File: src/hdl/sv39ptw_pkg.sv
// ----------------------------------------------------------------------------
// sv39ptw_pkg
// Shared types and constants for the Sv39 page table walker: result kinds,
// fault codes, register indexes and PTE field layout.
// ----------------------------------------------------------------------------
package sv39ptw_pkg;

  // Walk depth of Sv39
  localparam int unsigned LEVELS    = 3;
  localparam logic [1:0]  TOP_LEVEL = 2'(LEVELS - 1);

  // Configuration port
  localparam int unsigned CFG_IDX_W  = 2;
  localparam int unsigned CFG_DATA_W = 44;
  localparam logic [CFG_IDX_W-1:0] REG_PAGING_ON = 2'd0;
  localparam logic [CFG_IDX_W-1:0] REG_ROOT_PPN  = 2'd1;

  // Field widths
  localparam int unsigned VA_W   = 39;
  localparam int unsigned PPN_W  = 44;
  localparam int unsigned PPN2_W = 26;
  localparam int unsigned VPN_W  = 9;
  localparam int unsigned OFF_W  = 12;

  // Result kinds
  localparam logic [1:0] KIND_READ  = 2'd0;
  localparam logic [1:0] KIND_DONE  = 2'd1;
  localparam logic [1:0] KIND_FAULT = 2'd2;

  // Access kinds
  localparam logic [1:0] ACC_FETCH = 2'd0;
  localparam logic [1:0] ACC_LOAD  = 2'd1;

  // Fault codes
  localparam logic [1:0] FC_NONE  = 2'd0;
  localparam logic [1:0] FC_INSTR = 2'd1;
  localparam logic [1:0] FC_LOAD  = 2'd2;
  localparam logic [1:0] FC_STORE = 2'd3;

  // Input beat modes
  localparam logic MODE_REQ = 1'b0;
  localparam logic MODE_PTE = 1'b1;

  // Fault code for an access kind; kind three counts as store/AMO
  function automatic logic [1:0] fault_for(input logic [1:0] acc);
    logic [1:0] code;
    case (acc)
      ACC_FETCH: code = FC_INSTR;
      ACC_LOAD:  code = FC_LOAD;
      default:   code = FC_STORE;
    endcase
    return code;
  endfunction

  // VPN slice of a virtual address at a given level
  function automatic logic [VPN_W-1:0] vpn_at(input logic [VA_W-1:0] va,
                                              input logic [1:0] lvl);
    logic [VPN_W-1:0] vpn;
    case (lvl)
      2'd0:    vpn = va[20:12];
      2'd1:    vpn = va[29:21];
      2'd2:    vpn = va[38:30];
      default: vpn = '0;
    endcase
    return vpn;
  endfunction

endpackage

File: src/hdl/sv39_page_table_walker.sv
// ----------------------------------------------------------------------------
// sv39_page_table_walker
// Three-level Sv39 page table walker. Takes translate requests and returned
// PTEs on one input channel, emits PTE read requests, translations and page
// faults on the result channel.
// ----------------------------------------------------------------------------
//  channel | direction | handshake          | payload
//  --------+-----------+--------------------+---------------------------------
//  in      | input     | in_valid/in_ready  | mode, vaddr, access_kind, pte_word
//  out     | output    | out_valid/out_ready| result_kind, address, fault_code
//  cfg     | input     | cfg_we (no wait)   | cfg_index, cfg_wdata
//
//  One beat per cycle while in_ready is high: each input beat is decoded
//  against the walk state in one pass and its result lands in the output
//  register on the next edge.
//  in_ready is high while the output register is empty or being drained.
//  Beats out of turn (request while walking, PTE while idle) make no result.
//  Synchronous active-low reset idles the walker; result payload is not reset.
// ----------------------------------------------------------------------------
module sv39_page_table_walker
  import sv39ptw_pkg::*;
(
  input  logic                  clk,
  input  logic                  rst_n,
  // configuration
  input  logic                  cfg_we,
  input  logic [CFG_IDX_W-1:0]  cfg_index,
  input  logic [CFG_DATA_W-1:0] cfg_wdata,
  // input channel
  input  logic                  in_valid,
  output logic                  in_ready,
  input  logic                  in_mode,
  input  logic [63:0]           in_vaddr,
  input  logic [1:0]            in_access_kind,
  input  logic [63:0]           in_pte_word,
  // result channel
  output logic                  out_valid,
  input  logic                  out_ready,
  output logic [1:0]            out_result_kind,
  output logic [63:0]           out_address,
  output logic [1:0]            out_fault_code
);

  // Registers
  logic             paging_on_r;
  logic [PPN_W-1:0] root_ppn_r;
  logic             walk_busy_r,   walk_busy_nxt;
  logic [1:0]       walk_level_r,  walk_level_nxt;
  logic [VA_W-1:0]  saved_va_r,    saved_va_nxt;
  logic [1:0]       saved_acc_r,   saved_acc_nxt;
  logic             out_valid_r,   out_valid_nxt;
  logic [1:0]       out_kind_r,    out_kind_nxt;
  logic [63:0]      out_addr_r,    out_addr_nxt;
  logic [1:0]       out_code_r,    out_code_nxt;

  logic             in_fire;
  logic             res_valid;
  logic [1:0]       res_kind;
  logic [63:0]      res_addr;
  logic [1:0]       res_code;

  // PTE fields
  logic              pte_v, pte_r, pte_w, pte_x;
  logic [PPN_W-1:0]  pte_ppn;
  logic [VPN_W-1:0]  pte_ppn1;
  logic [PPN2_W-1:0] pte_ppn2;
  logic [1:0]        next_level;
  logic [OFF_W-1:0]  va_off;

  assign in_ready = !out_valid_r || out_ready;
  assign in_fire  = in_valid && in_ready;

  assign pte_v    = in_pte_word[0];
  assign pte_r    = in_pte_word[1];
  assign pte_w    = in_pte_word[2];
  assign pte_x    = in_pte_word[3];
  assign pte_ppn  = in_pte_word[53:10];
  assign pte_ppn1 = in_pte_word[27:19];
  assign pte_ppn2 = in_pte_word[53:28];
  assign va_off   = saved_va_r[OFF_W-1:0];
  assign next_level = walk_level_r - 2'd1;

  // Decode one beat against the walk state
  always_comb begin
    walk_busy_nxt  = walk_busy_r;
    walk_level_nxt = walk_level_r;
    saved_va_nxt   = saved_va_r;
    saved_acc_nxt  = saved_acc_r;
    res_valid      = 1'b0;
    res_kind       = KIND_READ;
    res_addr       = '0;
    res_code       = FC_NONE;
    if (in_fire) begin
      if (in_mode == MODE_REQ) begin
        if (!walk_busy_r) begin
          res_valid = 1'b1;
          if (!paging_on_r) begin
            res_kind = KIND_DONE;
            res_addr = in_vaddr;
          end else begin
            saved_va_nxt   = in_vaddr[VA_W-1:0];
            saved_acc_nxt  = in_access_kind;
            walk_level_nxt = TOP_LEVEL;
            walk_busy_nxt  = 1'b1;
            res_kind       = KIND_READ;
            res_addr       = {8'd0, root_ppn_r, in_vaddr[38:30], 3'd0};
          end
        end
      end else if (walk_busy_r) begin
        res_valid = 1'b1;
        if (!pte_v || (!pte_r && pte_w)) begin
          // invalid or reserved encoding
          walk_busy_nxt = 1'b0;
          res_kind      = KIND_FAULT;
          res_code      = fault_for(saved_acc_r);
        end else if (pte_r || pte_x) begin
          // leaf: compose page by level
          walk_busy_nxt = 1'b0;
          res_kind      = KIND_DONE;
          case (walk_level_r)
            2'd0:    res_addr = {8'd0, pte_ppn, va_off};
            2'd1:    res_addr = {8'd0, pte_ppn2, pte_ppn1, vpn_at(saved_va_r, 2'd0), va_off};
            default: res_addr = {8'd0, pte_ppn2, vpn_at(saved_va_r, 2'd1),
                                 vpn_at(saved_va_r, 2'd0), va_off};
          endcase
        end else if (walk_level_r == 2'd0) begin
          // pointer at the last level
          walk_busy_nxt = 1'b0;
          res_kind      = KIND_FAULT;
          res_code      = fault_for(saved_acc_r);
        end else begin
          walk_level_nxt = next_level;
          res_kind       = KIND_READ;
          res_addr       = {8'd0, pte_ppn, vpn_at(saved_va_r, next_level), 3'd0};
        end
      end
    end
  end

  // Output register: load on a result, drain on a taken beat
  always_comb begin
    out_valid_nxt = out_valid_r;
    out_kind_nxt  = out_kind_r;
    out_addr_nxt  = out_addr_r;
    out_code_nxt  = out_code_r;
    if (out_valid_r && out_ready) begin
      out_valid_nxt = 1'b0;
    end
    if (res_valid) begin
      out_valid_nxt = 1'b1;
      out_kind_nxt  = res_kind;
      out_addr_nxt  = res_addr;
      out_code_nxt  = res_code;
    end
  end

  // Control and state registers
  always_ff @(posedge clk) begin
    if (!rst_n) begin
      paging_on_r  <= 1'b0;
      root_ppn_r   <= '0;
      walk_busy_r  <= 1'b0;
      walk_level_r <= TOP_LEVEL;
      saved_va_r   <= '0;
      saved_acc_r  <= '0;
      out_valid_r  <= 1'b0;
    end else begin
      if (cfg_we) begin
        case (cfg_index)
          REG_PAGING_ON: paging_on_r <= cfg_wdata[0];
          REG_ROOT_PPN:  root_ppn_r  <= cfg_wdata[PPN_W-1:0];
          default:       ;
        endcase
      end
      walk_busy_r  <= walk_busy_nxt;
      walk_level_r <= walk_level_nxt;
      saved_va_r   <= saved_va_nxt;
      saved_acc_r  <= saved_acc_nxt;
      out_valid_r  <= out_valid_nxt;
    end
  end

  // Result payload, no reset
  always_ff @(posedge clk) begin
    out_kind_r <= out_kind_nxt;
    out_addr_r <= out_addr_nxt;
    out_code_r <= out_code_nxt;
  end

  assign out_valid       = out_valid_r;
  assign out_result_kind = out_kind_r;
  assign out_address     = out_addr_r;
  assign out_fault_code  = out_code_r;

`ifndef SYNTHESIS
  // Walk level stays within the three Sv39 levels
  a_level_range: assert property (@(posedge clk) disable iff (!rst_n)
    walk_level_r != 2'd3)
    else $error("walk level out of range");

  // A pending read request always belongs to an active walk
  a_read_busy: assert property (@(posedge clk) disable iff (!rst_n)
    (out_valid_r && out_kind_r == KIND_READ) |-> walk_busy_r)
    else $error("read request pending while walker idle");

  // Faults carry a code and no address; other results carry no code
  a_fault_code: assert property (@(posedge clk) disable iff (!rst_n)
    out_valid_r |-> ((out_kind_r == KIND_FAULT) ?
                     (out_code_r != FC_NONE && out_addr_r == 64'd0) :
                     (out_code_r == FC_NONE)))
    else $error("fault code and result kind disagree");

  // A request taken while idle with paging on starts at the top level
  a_walk_start: assert property (@(posedge clk) disable iff (!rst_n)
    (in_fire && in_mode == MODE_REQ && !walk_busy_r && paging_on_r) |=>
      (walk_busy_r && walk_level_r == TOP_LEVEL && out_valid_r &&
       out_kind_r == KIND_READ))
    else $error("walk did not start at the top level");
`endif

endmodule

File: config.mk
export PLATFORM = sky130hd
export DESIGN_NAME = sv39_page_table_walker
export DESIGN_NICKNAME = d
export VERILOG_FILES = /design/src/hdl/sv39ptw_pkg.sv /design/src/hdl/sv39_page_table_walker.sv
export SDC_FILE = /design/constraint.sdc
export NUM_CORES = 1
export LEC_CHECK = 0
export ABC_AREA = 1
export BUFFER_PORTS_ARGS = -buffer_cell sky130_fd_sc_hd__buf_4
export CELL_PAD_IN_SITES_DETAIL_PLACEMENT = 1
export CELL_PAD_IN_SITES_GLOBAL_PLACEMENT = 1
export CORE_MARGIN = 2
export CORE_UTILIZATION = 36
export CTS_CLUSTER_SIZE = 20
export DETAILED_ROUTE_END_ITERATION = 16
export HOLD_SLACK_MARGIN = 0.1
export PLACE_DENSITY_LB_ADDON = 0.1
export SYNTH_ARGS = -nofsm -noshare
export SYNTH_HDL_FRONTEND = slang
export SYNTH_SLANG_ARGS = --single-unit
File: constraint.sdc
create_clock -name clk -period 5.29 [get_ports clk]
set_clock_uncertainty 0.05 [all_clocks]
set_input_delay 0 -clock clk [delete_from_list [all_inputs] [get_ports clk]]
set_output_delay 0 -clock clk [all_outputs]
set_load 0.02 [all_outputs]
== Yosys cells after proc, flatten, opt, wreduce, memory -nomap -nowiden ==
Index checks and enable logic that the tools add are counted.

* Register bits after elaboration: 158
* Bits of input ports: 182
* Output and inout bits: 70
* Word-level logic and storage cells: 83

* $add $sub $neg: 1
* Equal/unequal tests: 10
* Multiplexer cells: 40
* Bitwise gates (word level): 2
* Reduce and logical (&&, ||, !) cells: 20

{| class="wikitable"
|+ Operators by type and width
! kind !! count
|-
| two-way mux 64 bit || 5
|-
| two-way mux 56 bit || 2
|-
| case mux 30 bit (2 select lines) || 1
|-
| two-way mux 2 bit || 15
|-
| case mux 9 bit (3 select lines) || 1
|-
| two-way mux 1 bit || 15
|-
| == test 2 x 1 -> 1 bit, second input constant || 4
|-
| zero test 2 bit || 4
|-
| != test 2 bit, second input constant || 4
|-
| AND reduction 7 bit || 1
|-
| case mux 2 bit (2 select lines) || 1
|-
| AND reduction 2 bit || 2
|-
| AND reduction 4 bit || 1
|-
| nonzero test 2 bit || 2
|-
| logical AND 1 bit || 3
|-
| zero test 1 bit || 3
|-
| logical OR 1 bit || 3
|-
| AND reduction 3 bit || 1
|-
| == test 2 bit, second input constant || 1
|-
| != test 2 x 1 -> 1 bit, second input constant || 1
|-
| inverter 1 bit || 2
|-
| subtractor 2 x 1 -> 2 bit, second input constant || 1
|}

== Logic depth before layout (Yosys ltp) ==
Gate-level depths: netlist of the first run.

* Word-level depth: 8
* Depth in mapped cells: 9
* Mapped depth without buffers: 9

== Least setup slack after synthesis of the first run ==
Ideal clock, no wire load.

* Path type: register -> register
* Start point: reg walk_busy_r
* End point: reg out_addr_r[0] (netlist: out_address[0]) (enable)
* Data arrival time: 3.876 ns
* Path slack: 0.870 ns
* Stages on the path, launching flop included: 6
* Clock period less this slack: 4.420 ns
* Path through: dfxtp_1 > inv_1 > buf_4 > buf_2 > ha_1 > nor2_1

* Cells in the longest elaborated chain, start to end: 3
* Elaborated cells between the ends (all ways): 4
* Classes of those cells: 4 x mux

{| class="wikitable"
|+ RTL lines
! item !! line !! text
|-
| start: declaration || sv39_page_table_walker.sv:47 || <nowiki>logic walk_busy_r, walk_busy_nxt;</nowiki>
|-
| start signal: assignment || sv39_page_table_walker.sv:175 || <nowiki>walk_busy_r <= walk_busy_nxt;</nowiki>
|-
| two-way mux 1 bit, on equally long branches || sv39_page_table_walker.sv:95, sv39_page_table_walker.sv:109 ||
|-
| two-way mux 1 bit * || sv39_page_table_walker.sv:94 || <nowiki>if (in_mode == MODE_REQ) begin</nowiki>
|-
| two-way mux 1 bit * || sv39_page_table_walker.sv:93 || <nowiki>if (in_fire) begin</nowiki>
|-
| end signal: assignment || sv39_page_table_walker.sv:186 || <nowiki>out_addr_r <= out_addr_nxt;</nowiki>
|-
| end: declaration || sv39_page_table_walker.sv:53 || <nowiki>logic [63:0] out_addr_r, out_addr_nxt;</nowiki>
|}

Mark *: on every way between the ends. The rest lies on a longest branch, timed or not.
A chain may end at the register's enable or synchronous reset.

== Worst setup path in the final report of the first run ==
* Start point: reg walk_busy_r
* End point: reg out_addr_r[10] (netlist: out_address[10]) (data pin)

* Cells in the longest elaborated chain, start to end: 2
* Elaborated cells between the ends (all ways): 3
* Classes of those cells: 3 x mux

{| class="wikitable"
|+ RTL lines
! item !! line
|-
| two-way mux 64 bit, on equally long branches || sv39_page_table_walker.sv:95, sv39_page_table_walker.sv:109
|-
| two-way mux 64 bit * || sv39_page_table_walker.sv:94
|}

Marked as above.

==> impl_metrics.ini, run 1 <==
[outcome]
status = finished clean

[route]
via_per_inst = 5.09
dr.first_iter.drc_count = 379
first_pass_iters = 5
drt-total-wl_um = 30300
vias = 8223
ant_nets = 0
wl_per_cell_um = 18.8
route.detailed.drc = 0

[synth]
syn_area_per_cell_um2 = 7.84
synth_nets = 1153
synth_seq_area_share_pct = 50.8
synthMuxAreaShare_pct = 0
ys_types = 31
synth_top_cells_by_count = nor2_1, o21ai_0, nand2_1
synth_edf_count = 68
ys_async_sr_fraction_pct = 0
yosys.area.top_type = edfxtp_1
syn-instance-count = 964
ys_ff_latch = 158
yosysMostFrequentCell = nor2_1
synth-compound-area-share_pct = 17.9
synth_area_um2 = 7560
synth_top_family_by_area = simple AND/OR/NAND/NOR gates
synth_simple_gate_area_share_pct = 22.1
synthAdderAreaFrac_pct = 1.16
yosys-top-cells-area = edfxtp_1, dfxtp_1, nor2_1
ys.flop_type = dfxtp_1
synth_xor_area_share_pct = 0
synth_top_area_share_pct = 27.0
yosysWarnings = 0

[layout]
postLayoutCoreUtil_pct = 55.9
seqCellArea_um2 = 3840
finalNetCount = 1515
syn_to_final_growth_pct = 54.0
stdcell_area_um2 = 11600
instances_no_fill = 1615
multi_input_area_um2 = 3120
nFillCells = 2493
layout-drive-gt1-share_pct = 22.2

[sta]
finalCriticalPeriod_ps = 3400
fmax_ghz = 0.294
finalSetupViolCount = 0
finalSetupTns_ps = 0
rsz0062_at_grt = no
hold_viol = 0
slew_viol_final = 0
hold_ws_ps = 128
period_share_pct = 64.3
max-slew-margin-rel_pct = 24.9
tightest_slew_ps = 1120

[placement]
dp.cells = 1417
place.gp.congestion = 0.775
dp_hpwl_um = 17000
place_area_um2 = 9380
numPortBuffers = 235

[power]
power.density_nw_per_um2 = 278
vdd_drop_max_mv = 0.234
leakagePower_nw = 4.97

[global_route]
grt_pass1_wl_um = 46700
track_usage_pct = 27.2
grt-ovfl-total = 0
antenna_found_initial = 1
grt_max_degree = 91
grt_pass1_vias = 8797

[critical_path]
cp_cell_sequence = buf_4, inv_1, nand2_1, nand3_2, a21oi_1
critPathSlowestCell = nand3_2
worstSetupStartpointType = register
cp.required_ps = 5420
arrival_ps = 3530
path_buf_inv = 2
critPathKind = reg -> reg
worstSetupEndpointType = register
path_max_fanout = 42
slowest_delay_ps = 880
crit_family = simple AND/OR/NAND/NOR gates

[clocking]
cts.sinks = 158
clockBufferDepth = 2
cts_setup_buffers = 0
ctsResizeCount = 0
cts_tree = done
root_buffer = clkbuf_16
clk_latency_ps = 430
htree_levels = 4
clk_pin_slew_worst_paths_ps = 60
cts_hold_buffers = 165
cts_buffers = 17

[floorplan]
die_area_um2 = 22200
core_area_um2 = 20800
initial_core_util_pct = 36.3
chipHeight_um = 149
rows = 53
pin_count = 252
die_w_um = 149

[run]
drv_cap = 0

[hold_path]
hp-class = in -> reg
cell type report:
class	count	area share, %
inverter	66	2.13
timing repair buffer	408	29.9
sequential	158	33.0
clock buffer	17	3.65
multi-input combinational	675	26.8
clock inverter	15	1.59
antenna	1	0.0215
tap	275	2.96
power breakdown:
part	internal (W)	leakage, nW	switching (W)	total [W]
registers	0.00133	1.39	0.0000249	0.00136
logic	0.000279	3.29	0.000303	0.000582
clock network	0.000751	0.295	0.000547	0.00130
worst paths after layout:
check	startpoint	slack, ps	cells after the start	end
worst max-delay path	walk_busy_r$_SDFFE_PN0P_	1890	5	out_address[10]$_SDFFCE_PN0P_
worst min-delay path	in_pte_word[1]	130	5	out_address[29]$_SDFFCE_PN0P_
worst max register to register	walk_busy_r$_SDFFE_PN0P_	1890	5	out_address[10]$_SDFFCE_PN0P_
worst min register to register	saved_va_r[38]$_SDFFE_PN0P_	400	2	saved_va_r[38]$_SDFFE_PN0P_
per-layer routing:
layer  up-vias  routed length, um  GRT usage (%)
met5         -                  0              0
met4         0                653           9.86
met3        48               1400           4.34
met2       250              15500           48.7
met1      4006              12800           32.9
li1       3919                  -              -
worst reg2reg max path: cells and delay by family (launching register included):
| kind | cells | cell delay, ps |
|---|---|---|
| buffers and inverters | 2 | 980 |
| AND/OR/NAND/NOR | 2 | 1110 |
| flip-flops | 1 | 320 |
| AO/OA/AOI/OAI | 1 | 680 |
layout by cell type, fill, tap and decap left out, types with 2 or more instances in the layout:
master           n
a21boi_0         2
inv_8            2
clkinvlp_4       2
nand3_2          2
clkinv_1         2
dfxtp_1         89
a31oi_1         26
nor2_1         230
bufinv_16        3
clkinv_4         3
dlygate4sd3_1  165
inv_2            7
inv_6            2
clkbuf_16       17
inv_1           58
nand3_1         39
o21ai_0        147
ha_1             7
nand2_1        120
a21oi_1         72
o21ai_1         13
nand2_2          5
buf_4          243
nor2_4           4
edfxtp_1        68
clkinv_2         2
sequential cells by signal, summed over array words and instances (netlist names):
register         flops
out_result_kind      2
out_valid            1
walk_busy_r          1
out_fault_code       2
root_ppn_r          44
walk_level_r         2
paging_on_r          1
out_address         64
saved_acc_r          2
saved_va_r          39
through the flow:
step / worst slack [ps] / power, W
finish: 1890 / 0.00324
global route: 1680 / 0.00335
CTS: 1930 / 0.00324
detailed placement: 1950 / 0.00184
global placement: 1990 / 0.00183
floorplan: 870 / 0.00163
logic make-up after synthesis:
kind of cell,Yosys count
AOI/OAI and AO/OA,262
adders and majority gates,7
buffers and inverters,131
DFF,158
and+or+nand+nor,406
Note: power is estimated with default switching activity, not from simulation.
==> inputs of run 2 (changes only) <==
--- a/config.mk
+++ b/config.mk
@@ -5,12 +5,12 @@
 export SDC_FILE = /design/constraint.sdc
 export NUM_CORES = 1
 export LEC_CHECK = 0
-export ABC_AREA = 1
+export ABC_AREA = 0
 export BUFFER_PORTS_ARGS = -buffer_cell sky130_fd_sc_hd__buf_4
 export CELL_PAD_IN_SITES_DETAIL_PLACEMENT = 1
 export CELL_PAD_IN_SITES_GLOBAL_PLACEMENT = 1
 export CORE_MARGIN = 2
-export CORE_UTILIZATION = 36
+export CORE_UTILIZATION = 38
 export CTS_CLUSTER_SIZE = 20
 export DETAILED_ROUTE_END_ITERATION = 16
 export HOLD_SLACK_MARGIN = 0.1
==> constraint.sdc (replaced) <==
create_clock -name clk -period 3.55 [get_ports clk]
set_clock_uncertainty 0.05 [all_clocks]
set_input_delay 0 -clock clk [delete_from_list [all_inputs] [get_ports clk]]
set_output_delay 0 -clock clk [all_outputs]
set_load 0.02 [all_outputs]
==> impl_metrics.ini, run 2 <==
[outcome]
status = finished clean

[placement]
dp_slack_ps = 1150
numPortBuffers = 235
place.gp.congestion = 0.766
dp.cells = 1264
dp_hpwl_um = 16700

[synth]
yosys.area.top_type = edfxtp_1
ys_async_sr_fraction_pct = 0
syn_area_per_cell_um2 = 9.47
synth_edf_count = 68
yosysMostFrequentCell = nand2_1
ys_types = 46
synth_top_area_share_pct = 26.4
synth_seq_area_share_pct = 49.7
syn-instance-count = 816
ys_ff_latch = 158
synth_nets = 1005
yosysWarnings = 0
synth_top_cells_by_count = nand2_1, nor2_1, dfxtp_1
synth_area_um2 = 7730
ys.flop_type = dfxtp_1
yosys-top-cells-area = edfxtp_1, dfxtp_1, nand2_1

[global_route]
busiest_layer = met2
antenna_found_initial = 2
track_usage_pct = 26.0
grt-ovfl-total = 0
grt_use_met3_pct = 5.53
grt_pass1_wl_um = 43600
grt_pass1_vias = 7865
use_met1_pct = 32.6
grt_max_degree = 93
use_met2_pct = 44.4

[route]
dr.first_iter.drc_count = 366
wl_per_cell_um = 19.2
first_pass_iters = 5
route.detailed.drc = 0
vias = 7398
drt-total-wl_um = 28000
ant_nets = 0
via_per_inst = 5.07

[critical_path]
critPathKind = reg -> reg
worstSetupStartpointType = register
worstSetupEndpointType = register
r2r_slack_ps = 730
cp.required_ps = 3670
arrival_ps = 2940
path_max_fanout = 42

[layout]
mostFrequentLayoutCells = buf_4, nand2_1, dlygate4sd3_1, nor2_1, dfxtp_1
finalNetCount = 1362
instances_no_fill = 1458
final_common_cell = buf_4
largest_register_ffs = 64
layout-drive-gt1-share_pct = 26.1
syn_to_final_growth_pct = 52.2
nFillCells = 2223

[power]
power_w = 0.00446
vdd_drop_max_mv = 0.355
switching_share_pct = 26.9
clock_power_share_pct = 38.7
power.density_nw_per_um2 = 379
pwr-share-seq_pct = 44.7
combPwrFrac_pct = 16.6
switching_power_w = 0.00120
power.internal_w = 0.00326
leakagePower_nw = 4.64

[sta]
tightest_slew_ps = 1030
fmax_ghz = 0.355
finalSetupViolCount = 0
finalSetupTns_ps = 0
slew_viol_final = 0
rsz0062_at_grt = no
period_share_pct = 79.4
hold_viol = 0
finalCriticalPeriod_ps = 2820
max-slew-margin-rel_pct = 31.0
setup_slack_ps = 733

[clocking]
ctsResizeCount = 0
clockBufferDepth = 2
cts_tree = done
htree_levels = 4
clk_pin_slew_worst_paths_ps = 70
clk_latency_ps = 440
root_buffer = clkbuf_16
cts.sinks = 158
cts_buffers = 17

[floorplan]
pin_count = 252
die_w_um = 147
chipHeight_um = 147
rows = 52
die_area_um2 = 21500
initial_core_util_pct = 38.4
core_area_um2 = 20100

[run]
drv_cap = 0

[hold_path]
hp-class = in -> reg
==> run 2: changes by cell type after synthesis, sizes merged, moves of 37 or more <==
cell and change:
nor2 -144, a21oi -69, nand2 +65, o21ai -150, nand3 -37, mux2i +46
inv -49, a21boi +85
==> run 2: area by class of cell <==
| type | count | area (um^2) | share of cell area [%] |
|---|---|---|---|
| Tap cell | 270 | 338 | 2.87 |
| Multi-Input combinational cell | 577 | 3530 | 30.0 |
| Clock buffer | 17 | 425 | 3.62 |
| Clock inverter | 15 | 115 | 0.978 |
| Timing Repair Buffer | 403 | 3440 | 29.2 |
| Sequential cell | 158 | 3850 | 32.7 |
| Inverter | 16 | 60.1 | 0.510 |
| Antenna cell | 2 | 5.00 | 0.0425 |
==> run 2: worst paths after layout <==
| kind | endpoint | from | cells after the start |
|---|---|---|---|
| worst min register to register | saved_va_r[37]$_SDFFE_PN0P_ | saved_va_r[37]$_SDFFE_PN0P_ | 2 |
| worst max register to register | out_address[43]$_SDFFCE_PN0P_ | paging_on_r$_SDFFE_PN0P_ | 6 |
| worst max-delay path | out_address[43]$_SDFFCE_PN0P_ | paging_on_r$_SDFFE_PN0P_ | 6 |
| worst min-delay path | out_address[27]$_SDFFCE_PN0P_ | in_pte_word[2] | 4 |
==> run 2: cells by family after synthesis <==
kind of cell    share of synthesized area [%]
mux                                      7.27
compound gates                           18.7
flops                                    49.7
fa+ha+maj                                1.13
simple gates                             18.3
buf+inv                                  4.84
==> run 2: worst max-delay path: stages (launching register included) <==
cell	delay, ps
dfxtp_4	830
buf_4	440
mux2i_1	270
nor2_1	70
a31oi_1	190
dlygate4sd3_1	630
nor2_1	60
==> run 2: power by group through the flow <==
stage          sequential, W  combinational [W]  clock [W]
2_1_floorplan        0.00208           0.000239          0
3_3_place_gp         0.00203           0.000566          0
3_5_place_dp         0.00204           0.000573          0
4_1_cts              0.00200           0.000728    0.00175
5_1_grt              0.00200           0.000796    0.00181
6_report             0.00200           0.000741    0.00173
==> run 2: metal layers <==
metal,share of wire (%),wire length (um)
met5,0,0
met1,43,12000
met3,4.7,1320
met4,2.6,729
met2,50,13900
==> run 2: what timing repair did <==
action / 4_1_cts / 5_1_grt
buffers inserted: 0 / 0
hold buffers: 160 / 0
hold endpoints to repair: 157 / 0
==> run 2: stage by stage <==
| step | cell area (um^2) | hold WS (ps) | utilization, % |
|---|---|---|---|
| finish | 11800 | 102 | 58.5 |
| global route | 11800 | 152 | 58.5 |
| CTS | 11800 | 100 | 58.5 |
| detailed placement | 9620 | 219 | 47.8 |
| global placement | 9620 | 216 | 47.8 |
| floorplan | 7730 | 84.8 | - |
